--- src/sv/fcd_pkg.sv ---
// fcd_pkg: shared types and constants for the framed command decoder.
// No dependencies; imported by the interfaces, the bench and every module of the block but fcd_checker.

package fcd_pkg;

   // Payload store geometry
   localparam int PAYLOAD_DEPTH = 4;
   localparam int FILL_W        = $clog2(PAYLOAD_DEPTH) + 1;
   localparam int SLOT_W        = $clog2(PAYLOAD_DEPTH);

   // Configuration register map
   localparam int CSR_IDX_W = 2;
   localparam logic [CSR_IDX_W-1:0] REG_START_BYTE = 2'd0;
   localparam logic [CSR_IDX_W-1:0] REG_END_BYTE   = 2'd1;

   // Register reset values
   localparam logic [7:0] START_RESET = 8'hAA;
   localparam logic [7:0] END_RESET   = 8'hF7;

   typedef logic [7:0] rx_byte_type;

   typedef logic [PAYLOAD_DEPTH-1:0][7:0] store_type;

   typedef struct packed {
      logic [7:0] start_byte;
      logic [7:0] end_byte;
   } cfg_type;

   typedef struct packed {
      logic [7:0]  mode_value;
      logic [7:0]  dump_time;
      logic [14:0] time_hundredths;
      logic [4:0]  digit_thousands;
      logic [3:0]  digit_hundreds;
      logic [3:0]  digit_tens;
      logic [3:0]  digit_units;
   } result_type;

endpackage

--- src/sv/fcd_if.sv ---
// fcd_if: handshake channels of the framed command decoder (byte in, result out, CSR writes).
// Depends on fcd_pkg for the CSR index width.

interface fcd_req_if import fcd_pkg::*; ();
   logic       valid;
   logic       ready;
   logic [7:0] rx_byte;

   modport source (output valid, output rx_byte, input ready);
   modport sink   (input valid, input rx_byte, output ready);
endinterface

interface fcd_rsp_if import fcd_pkg::*; ();
   logic        valid;
   logic        ready;
   logic [7:0]  mode_value;
   logic [7:0]  dump_time;
   logic [14:0] time_hundredths;
   logic [4:0]  digit_thousands;
   logic [3:0]  digit_hundreds;
   logic [3:0]  digit_tens;
   logic [3:0]  digit_units;

   modport source (output valid, input ready, output mode_value, output dump_time,
                   output time_hundredths, output digit_thousands, output digit_hundreds,
                   output digit_tens, output digit_units);
   modport sink   (input valid, output ready, input mode_value, input dump_time,
                   input time_hundredths, input digit_thousands, input digit_hundreds,
                   input digit_tens, input digit_units);
endinterface

interface fcd_csr_if import fcd_pkg::*; ();
   logic                 valid;
   logic                 ready;
   logic [CSR_IDX_W-1:0] index;
   logic [7:0]           wdata;

   modport source (output valid, output index, output wdata, input ready);
   modport sink   (input valid, input index, input wdata, output ready);
endinterface

--- src/sv/fcd_csr_regs.sv ---
// fcd_csr_regs: start and end byte configuration registers.
// Depends on fcd_pkg and fcd_csr_if.

module fcd_csr_regs import fcd_pkg::*; (
   input  logic         clock,
   input  logic         reset,
   fcd_csr_if.sink      csr,
   output cfg_type      cfg
);

   cfg_type cfg_ff;
   cfg_type cfg_in;

   // Writes are always taken; unknown indexes are dropped
   assign csr.ready = 1'b1;

   always_comb begin
      cfg_in = cfg_ff;
      if (csr.valid) begin
         case (csr.index)
            REG_START_BYTE: cfg_in.start_byte = csr.wdata;
            REG_END_BYTE:   cfg_in.end_byte   = csr.wdata;
            default:        cfg_in = cfg_ff;
         endcase
      end
   end

   always_ff @(posedge clock) begin
      if (reset) begin
         cfg_ff.start_byte <= START_RESET;
         cfg_ff.end_byte   <= END_RESET;
      end else begin
         cfg_ff <= cfg_in;
      end
   end

   assign cfg = cfg_ff;

endmodule

--- src/sv/fcd_frame_ctrl.sv ---
// fcd_frame_ctrl: frame state (collecting flag, fill index) and the four-entry payload store.
// Depends on fcd_pkg.

module fcd_frame_ctrl import fcd_pkg::*; (
   input  logic        clock,
   input  logic        reset,
   input  logic        step,
   input  rx_byte_type rx_byte,
   input  cfg_type     cfg,
   output logic        is_end,
   output store_type   store
);

   logic              collecting_ff, collecting_in;
   logic [FILL_W-1:0] fill_ff, fill_in;
   store_type         store_ff, store_in;
   logic              is_start;
   logic              room;

   assign is_end   = (rx_byte == cfg.end_byte);
   assign is_start = (rx_byte == cfg.start_byte);
   assign room     = (fill_ff < FILL_W'(PAYLOAD_DEPTH));

   // End clears collecting first, then store if room, then start restarts
   always_comb begin
      collecting_in = collecting_ff;
      fill_in       = fill_ff;
      store_in      = store_ff;
      if (step) begin
         if (is_end) begin
            collecting_in = 1'b0;
         end
         if (collecting_ff && !is_end && room) begin
            store_in[fill_ff[SLOT_W-1:0]] = rx_byte;
            fill_in                       = fill_ff + FILL_W'(1);
         end
         if (is_start) begin
            collecting_in = 1'b1;
            fill_in       = '0;
         end
      end
   end

   always_ff @(posedge clock) begin
      if (reset) begin
         collecting_ff <= 1'b0;
         fill_ff       <= '0;
         store_ff      <= '0;
      end else begin
         collecting_ff <= collecting_in;
         fill_ff       <= fill_in;
         store_ff      <= store_in;
      end
   end

   assign store = store_ff;

endmodule

--- src/sv/fcd_time_decode.sv ---
// fcd_time_decode: combinational decode of the payload store into mode, dump time and digits.
// Depends on fcd_pkg. Digits come from splitting byte3 by 100 so only small divides by 10 remain.

module fcd_time_decode import fcd_pkg::*; (
   input  store_type  store,
   output result_type res
);

   logic [7:0]  b2, b3;
   logic [1:0]  b3_hund;
   logic [6:0]  b3_rem;
   logic [8:0]  hund_total;
   logic [15:0] thou_prod;
   logic [4:0]  thou_q;
   logic [14:0] rem_prod;
   logic [3:0]  tens_q;
   logic [14:0] scaled_b2;

   assign b2 = store[2];
   assign b3 = store[3];

   // byte3 = b3_hund*100 + b3_rem, b3_rem below 100
   always_comb begin
      if (b3 >= 8'd200) begin
         b3_hund = 2'd2;
         b3_rem  = 7'(b3 - 8'd200);
      end else if (b3 >= 8'd100) begin
         b3_hund = 2'd1;
         b3_rem  = 7'(b3 - 8'd100);
      end else begin
         b3_hund = 2'd0;
         b3_rem  = b3[6:0];
      end
   end

   // time / 100 = byte2 + b3_hund, time % 100 = b3_rem
   assign hund_total = {1'b0, b2} + {7'd0, b3_hund};

   // Divide by 10 as multiply by 205 then shift by 11, exact below 1029
   assign thou_prod = 16'({7'd0, hund_total} * 16'd205);
   assign thou_q    = thou_prod[15:11];
   assign rem_prod  = 15'({8'd0, b3_rem} * 15'd205);
   assign tens_q    = rem_prod[14:11];

   // byte2 * 100 as shifts: 64 + 32 + 4
   assign scaled_b2 = {1'b0, b2, 6'd0} + {2'd0, b2, 5'd0} + {5'd0, b2, 2'd0};

   always_comb begin
      res.mode_value      = store[0];
      res.dump_time       = store[1];
      res.time_hundredths = scaled_b2 + {7'd0, b3};
      res.digit_thousands = thou_q;
      res.digit_hundreds  = 4'(hund_total - 9'({4'd0, thou_q} * 9'd10));
      res.digit_tens      = tens_q;
      res.digit_units     = 4'(b3_rem - 7'({3'd0, tens_q} * 7'd10));
   end

endmodule

--- src/sv/framed_command_decoder.sv ---
// framed_command_decoder: start/end byte frame receiver with payload decode (top level).
// Depends on fcd_pkg, fcd_if, fcd_csr_regs, fcd_frame_ctrl and fcd_time_decode.
//
//   channel  | dir | handshake     | word
//   ---------+-----+---------------+-------------------------------------------------
//   req_ch   | in  | valid/ready   | rx_byte (8)
//   rsp_ch   | out | valid/ready   | mode_value, dump_time, time_hundredths, 4 digits
//   csr_ch   | in  | valid/ready   | index (0 start_byte, 1 end_byte), wdata (8)
//
// One byte a cycle while no end byte is held by a stalled result: a word accepted lands in
// the input register; as it leaves it, the frame state updates and, for an end byte, the
// decode is loaded into the result register.
// A stalled result only holds back end bytes; other bytes keep flowing behind it.
// Synchronous reset clears the frame state, payload store and valid flags and sets the
// CSRs to their defaults; the data registers are not reset. csr_ch is always ready.

module framed_command_decoder import fcd_pkg::*; (
   input  logic      clock,
   input  logic      reset,
   fcd_req_if.sink   req_ch,
   fcd_rsp_if.source rsp_ch,
   fcd_csr_if.sink   csr_ch
);

   cfg_type     cfg;
   store_type   store;
   result_type  decoded;
   logic        is_end;

   logic        in_valid_ff, in_valid_in;
   rx_byte_type in_byte_ff, in_byte_in;
   logic        out_valid_ff, out_valid_in;
   result_type  out_res_ff, out_res_in;

   logic        out_ready;
   logic        retire;
   logic        req_take;

   fcd_csr_regs u_csr_regs (
      .clock (clock),
      .reset (reset),
      .csr   (csr_ch),
      .cfg   (cfg)
   );

   fcd_frame_ctrl u_frame_ctrl (
      .clock   (clock),
      .reset   (reset),
      .step    (retire),
      .rx_byte (in_byte_ff),
      .cfg     (cfg),
      .is_end  (is_end),
      .store   (store)
   );

   fcd_time_decode u_time_decode (
      .store (store),
      .res   (decoded)
   );

   // Handshake: a byte leaves the input register unless it is an end byte facing a full output
   assign out_ready    = !out_valid_ff || rsp_ch.ready;
   assign retire       = in_valid_ff && (!is_end || out_ready);
   assign req_ch.ready = !in_valid_ff || retire;
   assign req_take     = req_ch.valid && req_ch.ready;

   // Input register
   always_comb begin
      in_valid_in = in_valid_ff;
      in_byte_in  = in_byte_ff;
      if (req_take) begin
         in_valid_in = 1'b1;
         in_byte_in  = req_ch.rx_byte;
      end else if (retire) begin
         in_valid_in = 1'b0;
      end
   end

   // Result register
   always_comb begin
      out_valid_in = out_valid_ff;
      out_res_in   = out_res_ff;
      if (retire && is_end) begin
         out_valid_in = 1'b1;
         out_res_in   = decoded;
      end else if (rsp_ch.ready) begin
         out_valid_in = 1'b0;
      end
   end

   always_ff @(posedge clock) begin
      if (reset) begin
         in_valid_ff  <= 1'b0;
         out_valid_ff <= 1'b0;
      end else begin
         in_valid_ff  <= in_valid_in;
         out_valid_ff <= out_valid_in;
      end
   end

   always_ff @(posedge clock) begin
      in_byte_ff <= in_byte_in;
      out_res_ff <= out_res_in;
   end

   assign rsp_ch.valid           = out_valid_ff;
   assign rsp_ch.mode_value      = out_res_ff.mode_value;
   assign rsp_ch.dump_time       = out_res_ff.dump_time;
   assign rsp_ch.time_hundredths = out_res_ff.time_hundredths;
   assign rsp_ch.digit_thousands = out_res_ff.digit_thousands;
   assign rsp_ch.digit_hundreds  = out_res_ff.digit_hundreds;
   assign rsp_ch.digit_tens      = out_res_ff.digit_tens;
   assign rsp_ch.digit_units     = out_res_ff.digit_units;

endmodule

--- src/flat_wrapper.sv ---
// flat-port wrapper written by rule: the top's interface ports become plain ports
module framed_command_decoder_flat import fcd_pkg::*;
  (clock, reset, req_ch_valid, req_ch_rx_byte, req_ch_ready, rsp_ch_valid, rsp_ch_ready, rsp_ch_mode_value, rsp_ch_dump_time, rsp_ch_time_hundredths, rsp_ch_digit_thousands, rsp_ch_digit_hundreds, rsp_ch_digit_tens, rsp_ch_digit_units, csr_ch_valid, csr_ch_index, csr_ch_wdata, csr_ch_ready);
  fcd_req_if req_ch_i ();
  fcd_rsp_if rsp_ch_i ();
  fcd_csr_if csr_ch_i ();
  input  logic clock;
  input  logic reset;
  input wire logic [$bits(req_ch_i.valid)-1:0] req_ch_valid;
  input wire logic [$bits(req_ch_i.rx_byte)-1:0] req_ch_rx_byte;
  output wire logic [$bits(req_ch_i.ready)-1:0] req_ch_ready;
  output wire logic [$bits(rsp_ch_i.valid)-1:0] rsp_ch_valid;
  input wire logic [$bits(rsp_ch_i.ready)-1:0] rsp_ch_ready;
  output wire logic [$bits(rsp_ch_i.mode_value)-1:0] rsp_ch_mode_value;
  output wire logic [$bits(rsp_ch_i.dump_time)-1:0] rsp_ch_dump_time;
  output wire logic [$bits(rsp_ch_i.time_hundredths)-1:0] rsp_ch_time_hundredths;
  output wire logic [$bits(rsp_ch_i.digit_thousands)-1:0] rsp_ch_digit_thousands;
  output wire logic [$bits(rsp_ch_i.digit_hundreds)-1:0] rsp_ch_digit_hundreds;
  output wire logic [$bits(rsp_ch_i.digit_tens)-1:0] rsp_ch_digit_tens;
  output wire logic [$bits(rsp_ch_i.digit_units)-1:0] rsp_ch_digit_units;
  input wire logic [$bits(csr_ch_i.valid)-1:0] csr_ch_valid;
  input wire logic [$bits(csr_ch_i.index)-1:0] csr_ch_index;
  input wire logic [$bits(csr_ch_i.wdata)-1:0] csr_ch_wdata;
  output wire logic [$bits(csr_ch_i.ready)-1:0] csr_ch_ready;
  assign req_ch_i.valid = req_ch_valid;
  assign req_ch_i.rx_byte = req_ch_rx_byte;
  assign req_ch_ready = req_ch_i.ready;
  assign rsp_ch_valid = rsp_ch_i.valid;
  assign rsp_ch_i.ready = rsp_ch_ready;
  assign rsp_ch_mode_value = rsp_ch_i.mode_value;
  assign rsp_ch_dump_time = rsp_ch_i.dump_time;
  assign rsp_ch_time_hundredths = rsp_ch_i.time_hundredths;
  assign rsp_ch_digit_thousands = rsp_ch_i.digit_thousands;
  assign rsp_ch_digit_hundreds = rsp_ch_i.digit_hundreds;
  assign rsp_ch_digit_tens = rsp_ch_i.digit_tens;
  assign rsp_ch_digit_units = rsp_ch_i.digit_units;
  assign csr_ch_i.valid = csr_ch_valid;
  assign csr_ch_i.index = csr_ch_index;
  assign csr_ch_i.wdata = csr_ch_wdata;
  assign csr_ch_ready = csr_ch_i.ready;
  framed_command_decoder u_core (.clock(clock), .reset(reset), .req_ch(req_ch_i), .rsp_ch(rsp_ch_i), .csr_ch(csr_ch_i));
endmodule
--- config.mk ---
export PLATFORM = sky130hd
export DESIGN_NAME = framed_command_decoder_flat
export DESIGN_NICKNAME = d
export VERILOG_FILES = /design/src/sv/fcd_pkg.sv /design/src/sv/fcd_if.sv /design/src/sv/fcd_csr_regs.sv /design/src/sv/fcd_frame_ctrl.sv /design/src/sv/fcd_time_decode.sv /design/src/sv/framed_command_decoder.sv /design/src/flat_wrapper.sv
export SDC_FILE = /design/constraint.sdc
export NUM_CORES = 1
export LEC_CHECK = 0
export BUFFER_PORTS_ARGS = -buffer_cell sky130_fd_sc_hd__buf_2
export CAP_MARGIN = 15
export CORE_MARGIN = 1.5
export CORE_UTILIZATION = 40
export CTS_CLUSTER_DIAMETER = 30
export CTS_CLUSTER_SIZE = 10
export DETAILED_ROUTE_END_ITERATION = 8
export GPL_TIMING_DRIVEN = 0
export SLEW_MARGIN = 20
export SYNTH_ARGS = -nofsm -noshare
export SYNTH_HDL_FRONTEND = slang
export SYNTH_HIERARCHICAL = 1
export SYNTH_SLANG_ARGS = --single-unit
--- constraint.sdc ---
create_clock -name clock -period 6.8 [get_ports clock]
set_input_delay 1.02 -clock clock [delete_from_list [all_inputs] [get_ports clock]]
set_output_delay 1.02 -clock clock [all_outputs]
set_load 0.005 [all_outputs]
Word level (Yosys, flattened, before mapping)
Index checks and enable logic that the tools add are counted.
{ "totals": {"out_inout_bits": 51, "input_bits": 23, "word_cells": 76, "ff_bits": 110} }
{ "op_classes": {"n_addsub": 9, "n_mux": 15, "reduce_logical": 22, "mul": 4, "eq_ne": 3, "order_cmp": 5} }
{ "ops": {"columns": ["operator", "count"], "rows": [
  ["bitwise mux 32 bit", 1],
  ["demux 8 bit (select 2 bit)", 1],
  ["== test 8 bit", 2],
  ["multiplier 9 x 8 -> 16 bit (second input constant)", 1],
  ["adder 14 x 13 -> 15 bit", 1],
  ["adder 15 x 10 -> 15 bit", 1],
  ["adder 15 x 8 -> 15 bit", 1],
  ["multiplier 7 x 8 -> 15 bit (second input constant)", 1],
  ["2-to-1 mux 7 bit", 2],
  ["subtractor 7 bit (second input constant)", 2],
  ["AND reduction 2 bit", 5],
  ["adder 8 x 2 -> 9 bit", 1],
  ["greater-or-equal comparator 8 x 7 -> 1 bit (second input constant)", 1],
  ["greater-or-equal comparator 8 bit (second input constant)", 1],
  ["2-to-1 mux 8 bit", 1],
  ["nonzero test 2 bit", 4],
  ["subtractor 4 bit", 2],
  ["2-to-1 mux 1 bit", 7],
  ["logical AND 1 bit", 6],
  ["2-to-1 mux 3 bit", 2],
  ["multiplier 5 x 3 -> 3 bit (second input constant)", 1],
  ["multiplier 4 x 3 -> 3 bit (second input constant)", 1],
  ["adder 3 x 1 -> 3 bit (second input constant)", 1],
  ["zero test 1 bit", 3],
  ["other kinds (7)", 9]
]} }

Longest topological paths before layout
{ "logic_depth": {"ltp_word": 7, "ltp_mapped": 29, "depth_no_buf": 29} }

Hierarchy
The synthesis kept the hierarchy.
{ "modules_own_cells": {"columns": ["mod", "n_inst", "seq_area_each_um2", "area_each_um2", "cells_each"], "rows": [
  ["fcd_time_decode", 1, 0.0, 3403.3, 368],
  ["framed_command_decoder", 1, 1721.7, 1785.5, 68],
  ["fcd_frame_ctrl", 1, 720.7, 1614.0, 150],
  ["fcd_csr_regs", 1, 320.3, 688.2, 71]
]} }

Least setup slack after synthesis
Ideal clock, no wire load.
{ "synth_path": {"kind": "reg2reg", "from": "reg u_core.u_frame_ctrl.store_ff (netlist bit u_core/u_frame_ctrl/store[26])", "to": "reg u_core.out_res_ff (netlist bit u_core/rsp_ch.digit_hundreds[3]), data pin", "stages_incl_launch_ff": 29, "setup_time_ns": 0.258, "t_arrival_ns": 5.763, "period_less_slack_ns": 6.021, "path_slack_ns": 0.779, "n_path_buf": 0, "t_required_ns": 6.542, "path_cell_list": "dfxtp_1 inv_1 ha_1 nand2b_4 a31oi_1 a21oi_4 ha_1 fa_1 nand3_1 xnor2_1 inv_1 ha_1 inv_1 fa_1 inv_1 fa_1 inv_1 fa_1 inv_1 ha_1 a21o_1 a21oi_1 o21ai_1 a21oi_1 xnor2_1 xnor2_1 ha_1 nor2_1 xnor2_1"} }
{ "synth_rtl": {"columns": ["element", "line", "text"], "rows": [
  ["start: declaration", "fcd_frame_ctrl.sv:16", "store_type store_ff, store_in;"],
  ["start signal: assignment", "fcd_frame_ctrl.sv:52", "store_ff <= store_in;"],
  ["end signal: assignment", "framed_command_decoder.sv:103", "out_res_ff <= out_res_in;"],
  ["end: declaration", "framed_command_decoder.sv:33", "result_type out_res_ff, out_res_in;"]
]} }

==> flow_metrics.env <==
export IMPL_cpMostUsedCell="inv_1"
export IMPL_dr_pass1_iters=7
export IMPL_htreeDepth=3
export IMPL_preCtsSetupSlack_ns=0.124
export IMPL_core_sq_um=18100
export IMPL_startpoint="u_core/u_frame_ctrl/store[27]$_SDFFE_PP0P_"
export IMPL_hold_class="reg -> reg"
export IMPL_cts_tree="done"
export IMPL_p_leak_nw=4.56
export IMPL_syn_nets=826
export IMPL_overflow=0
export IMPL_cp_slowest_stage_delay_ns=0.53
export IMPL_async_flop_share_pct=0
export IMPL_p_sw_w=0.000286
export IMPL_routed_wl_microns=13900
export IMPL_dpl_hpwl_microns=11000
export IMPL_post_route_min_period_ns=6.43
export IMPL_antenna_found_initial=0
export IMPL_switching_share_pct=22.3
export IMPL_hold_viol=0
export IMPL_maxCapViolations=0
export IMPL_crit_arrival_ns=6.54
export IMPL_rr_startpoint="u_core/u_frame_ctrl/store[27]$_SDFFE_PP0P_"
export IMPL_gp_congestion=0.841
export IMPL_wl_per_cell_microns=14.2
export IMPL_cts_resized_gates=0
export IMPL_diodes=0
export IMPL_die_w_microns=140
export IMPL_grt_util_all_layers_pct=14.9
export IMPL_pwr_share_comb_pct=3.5
export IMPL_drc=10
export IMPL_violations="DRC"
export IMPL_crit_slowest_cell="fa_1"
export IMPL_seqPwrFrac_pct=55.7
export IMPL_clkLatencyLatePin_ns=0.35
export IMPL_yosysWarnings=6
export IMPL_final_setup_viol_count=0
export IMPL_first_iter_violations=180
export IMPL_synth_seq_cells=110
export IMPL_cts_setup_buffers=0
export IMPL_tns_ns=0
export IMPL_p_int_w=0.000995
export IMPL_crit_fanout=6
export IMPL_vdd_drop_max_mv=0.132
export IMPL_slew_viol_final=0
export IMPL_hp_start="u_core/u_csr_regs/cfg[12]$_SDFFE_PP0P_"
export IMPL_worstSetupPathType="reg -> reg"
export IMPL_die_y_microns=140
export IMPL_numCtsBuffers=9
export IMPL_grt_pass1_vias=4709
export IMPL_final_util_pct=47.0
export IMPL_dieArea_sq_um=19600
export IMPL_avgSynthCellArea_sq_um=11.4
export IMPL_ios=74
export IMPL_clk_pin_slew_ns=0.07
export IMPL_finalCritPeriodShare_pct=94.6
export IMPL_synth_cell_types=61
export IMPL_cts_root_buffer="clkbuf_16"
export IMPL_grt_pass1_wl_microns=23100
export IMPL_grt_max_degree=28
export IMPL_fmax_mhz=155
export IMPL_layout_setup_ws_ns=0.366
export IMPL_start_util_pct=41.3
export IMPL_syn_area_sq_um=7490
export IMPL_maxSlewHeadroom_pct=47.2
export IMPL_skew_ns=0.00779
export IMPL_clkPwrFrac_pct=40.8
export IMPL_vias_per_cell=4.83
export IMPL_antenna_left=0
export IMPL_synthFlopType="edfxtp_1"
export IMPL_rows=49
export IMPL_ys_seq_area_share_pct=36.9
export IMPL_clockBufferDepth=2
export IMPL_synth_edf_count=56
export IMPL_end_kind="flip-flop"
export IMPL_critPathRequiredTime_ns=6.90
export IMPL_status="complete, but fails checks"
export IMPL_fin_nets=911
export IMPL_syn2layout_area_growth_pct=13.9
export IMPL_synth_cells=657
export IMPL_vias=4711
export IMPL_tightest_slew_ns=0.783
export IMPL_drive_gt1_share_pct=19.4
export IMPL_start_kind="flip-flop"
export IMPL_power_density_nw_per_um2=150
export IMPL_clock_sinks=110
export IMPL_hold_buffers=0
export IMPL_io_buffer_count=72
==> routing by layer <==
metal  vias to the layer above  track usage [%]  wire (microns)
met2                        74             25.3            6710
met4                         0             3.82             131
li1                       2375                -               -
met5                         -                0               0
met3                        11             3.44             455
met1                      2251             19.1            6560
==> cells in the final DEF (no fill, tap or decap), types with 3 or more instances in the layout <==
cell type,instances
buf_2,75
a21o_1,8
o21ai_0,5
a21oi_1,19
nand2b_1,13
nand4_1,3
xnor2_2,4
nor2_1,62
xnor2_1,34
edfxtp_1,56
mux2i_1,49
fa_1,32
ha_1,114
nor2b_1,3
o21bai_1,4
clkbuf_1,4
dfxtp_1,53
o211ai_4,4
nand2_1,11
buf_4,21
nand3_1,4
inv_1,80
xor2_1,18
clkbuf_16,10
==> worst max-delay path: cells and delay by family, from the launching register on <==
family | cells | cell delay, ns
AOI/OAI and AO/OA | 6 | 1.02
xor gates and xnor gates | 4 | 0.68
adders and majority gates | 9 | 3.14
buffers and inverters | 6 | 0.48
DFF | 1 | 0.45
and+or+nand+nor | 3 | 0.39
==> state kept, by name, indices dropped and copies added (netlist names) <==
name                               cells
u_core/u_frame_ctrl/collecting_ff      1
u_core/rsp_ch.time_hundredths         15
u_core/u_csr_regs/cfg                 16
u_core/in_byte_ff                      8
u_core/rsp_ch.valid                    1
u_core/rsp_ch.dump_time                8
u_core/u_frame_ctrl/store             32
u_core/rsp_ch.mode_value               8
u_core/rsp_ch.digit_hundreds           4
u_core/rsp_ch.digit_tens               4
u_core/rsp_ch.digit_thousands          5
u_core/rsp_ch.digit_units              4
u_core/u_frame_ctrl/fill_ff            3
u_core/in_valid_ff                     1
==> kinds of logic after synthesis <==
kind of cell    count (synthesis)  share of synthesized area [%]
simple gates                  121                           8.52
xor+xnor                       58                           6.98
compound gates                 62                           6.68
flops                         110                           36.9
fa+ha+maj                     146                           27.6
other cells                     1                         0.0501
buf+inv                       110                           6.75
mux                            49                           6.55
==> per-stage QoR <==
step	power, W	cells	hold slack, ns	instance area, sq um
final	0.00128	976	0.491	8530
after global routing	0.00133	976	0.520	8530
after CTS	0.00130	976	0.501	8490
after detailed placement	0.000774	960	0.487	8190
after global placement	0.000772	958	0.469	8140
after floorplan	0.000753	657	0.460	7490
==> synthesized netlist by cell type (2+ instances only) <==
cell type  instances  share of area [%]
a21boi_1           2               0.20
a21o_1             8               0.80
a21oi_1           20                1.3
a21oi_4            2               0.43
a31oi_1            3               0.25
and2_1             2               0.17
buf_2              3               0.20
buf_4             21                2.1
clkbuf_1           4               0.20
dfxtp_1           54                 14
edfxtp_1          56                 22
fa_1              32                8.6
ha_1             114                 19
inv_1             80                4.0
mux2i_1           49                6.5
nand2_1           11               0.55
nand2b_1          13                1.1
nand3_1            4               0.27
nand3b_1           2               0.20
nand4_1            3               0.25
nand4_4            2               0.57
nand4b_1           2               0.23
nor2_1            63                3.2
nor2b_1            3               0.25
nor3_1             2               0.13
nor4_1             2               0.17
o211ai_4           4                1.1
o21ai_0            5               0.33
o21ai_1            2               0.13
o21bai_1           4               0.40
xnor2_1           37                4.3
xor2_1            19                2.2
==> path summary, 6_finish.rpt <==
path	to	slack (ns)	cells past startpoint
max	u_core/rsp_ch.digit_hundreds[3]$_DFFE_PP_	0.37	28
min	u_core/u_csr_regs/cfg[12]$_SDFFE_PP0P_	0.49	2
max reg2reg	u_core/rsp_ch.digit_hundreds[3]$_DFFE_PP_	0.37	28
min reg2reg	u_core/u_csr_regs/cfg[12]$_SDFFE_PP0P_	0.49	2
==> power by group through the flow <==
| stage | logic [W] | clock network (W) | registers, W |
|---|---|---|---|
| finish | 0.0000446 | 0.000523 | 0.000713 |
| global route | 0.0000486 | 0.000569 | 0.000714 |
| CTS | 0.0000449 | 0.000542 | 0.000714 |
| detailed placement | 0.0000447 | 0 | 0.000729 |
| global placement | 0.0000432 | 0 | 0.000729 |
| floorplan | 0.0000316 | 0 | 0.000722 |
==> layout make-up <==
type	instances	area, sq um
plain buffers	29	199
clock inverters	6	47.5
clock buffers	10	250
flip-flops and latches	110	2760
fillers	1661	9620
inverters	81	307
repair buffers	74	408
well taps	229	287
multi-input cells	437	4270
(Power assumes the default switching activity.)
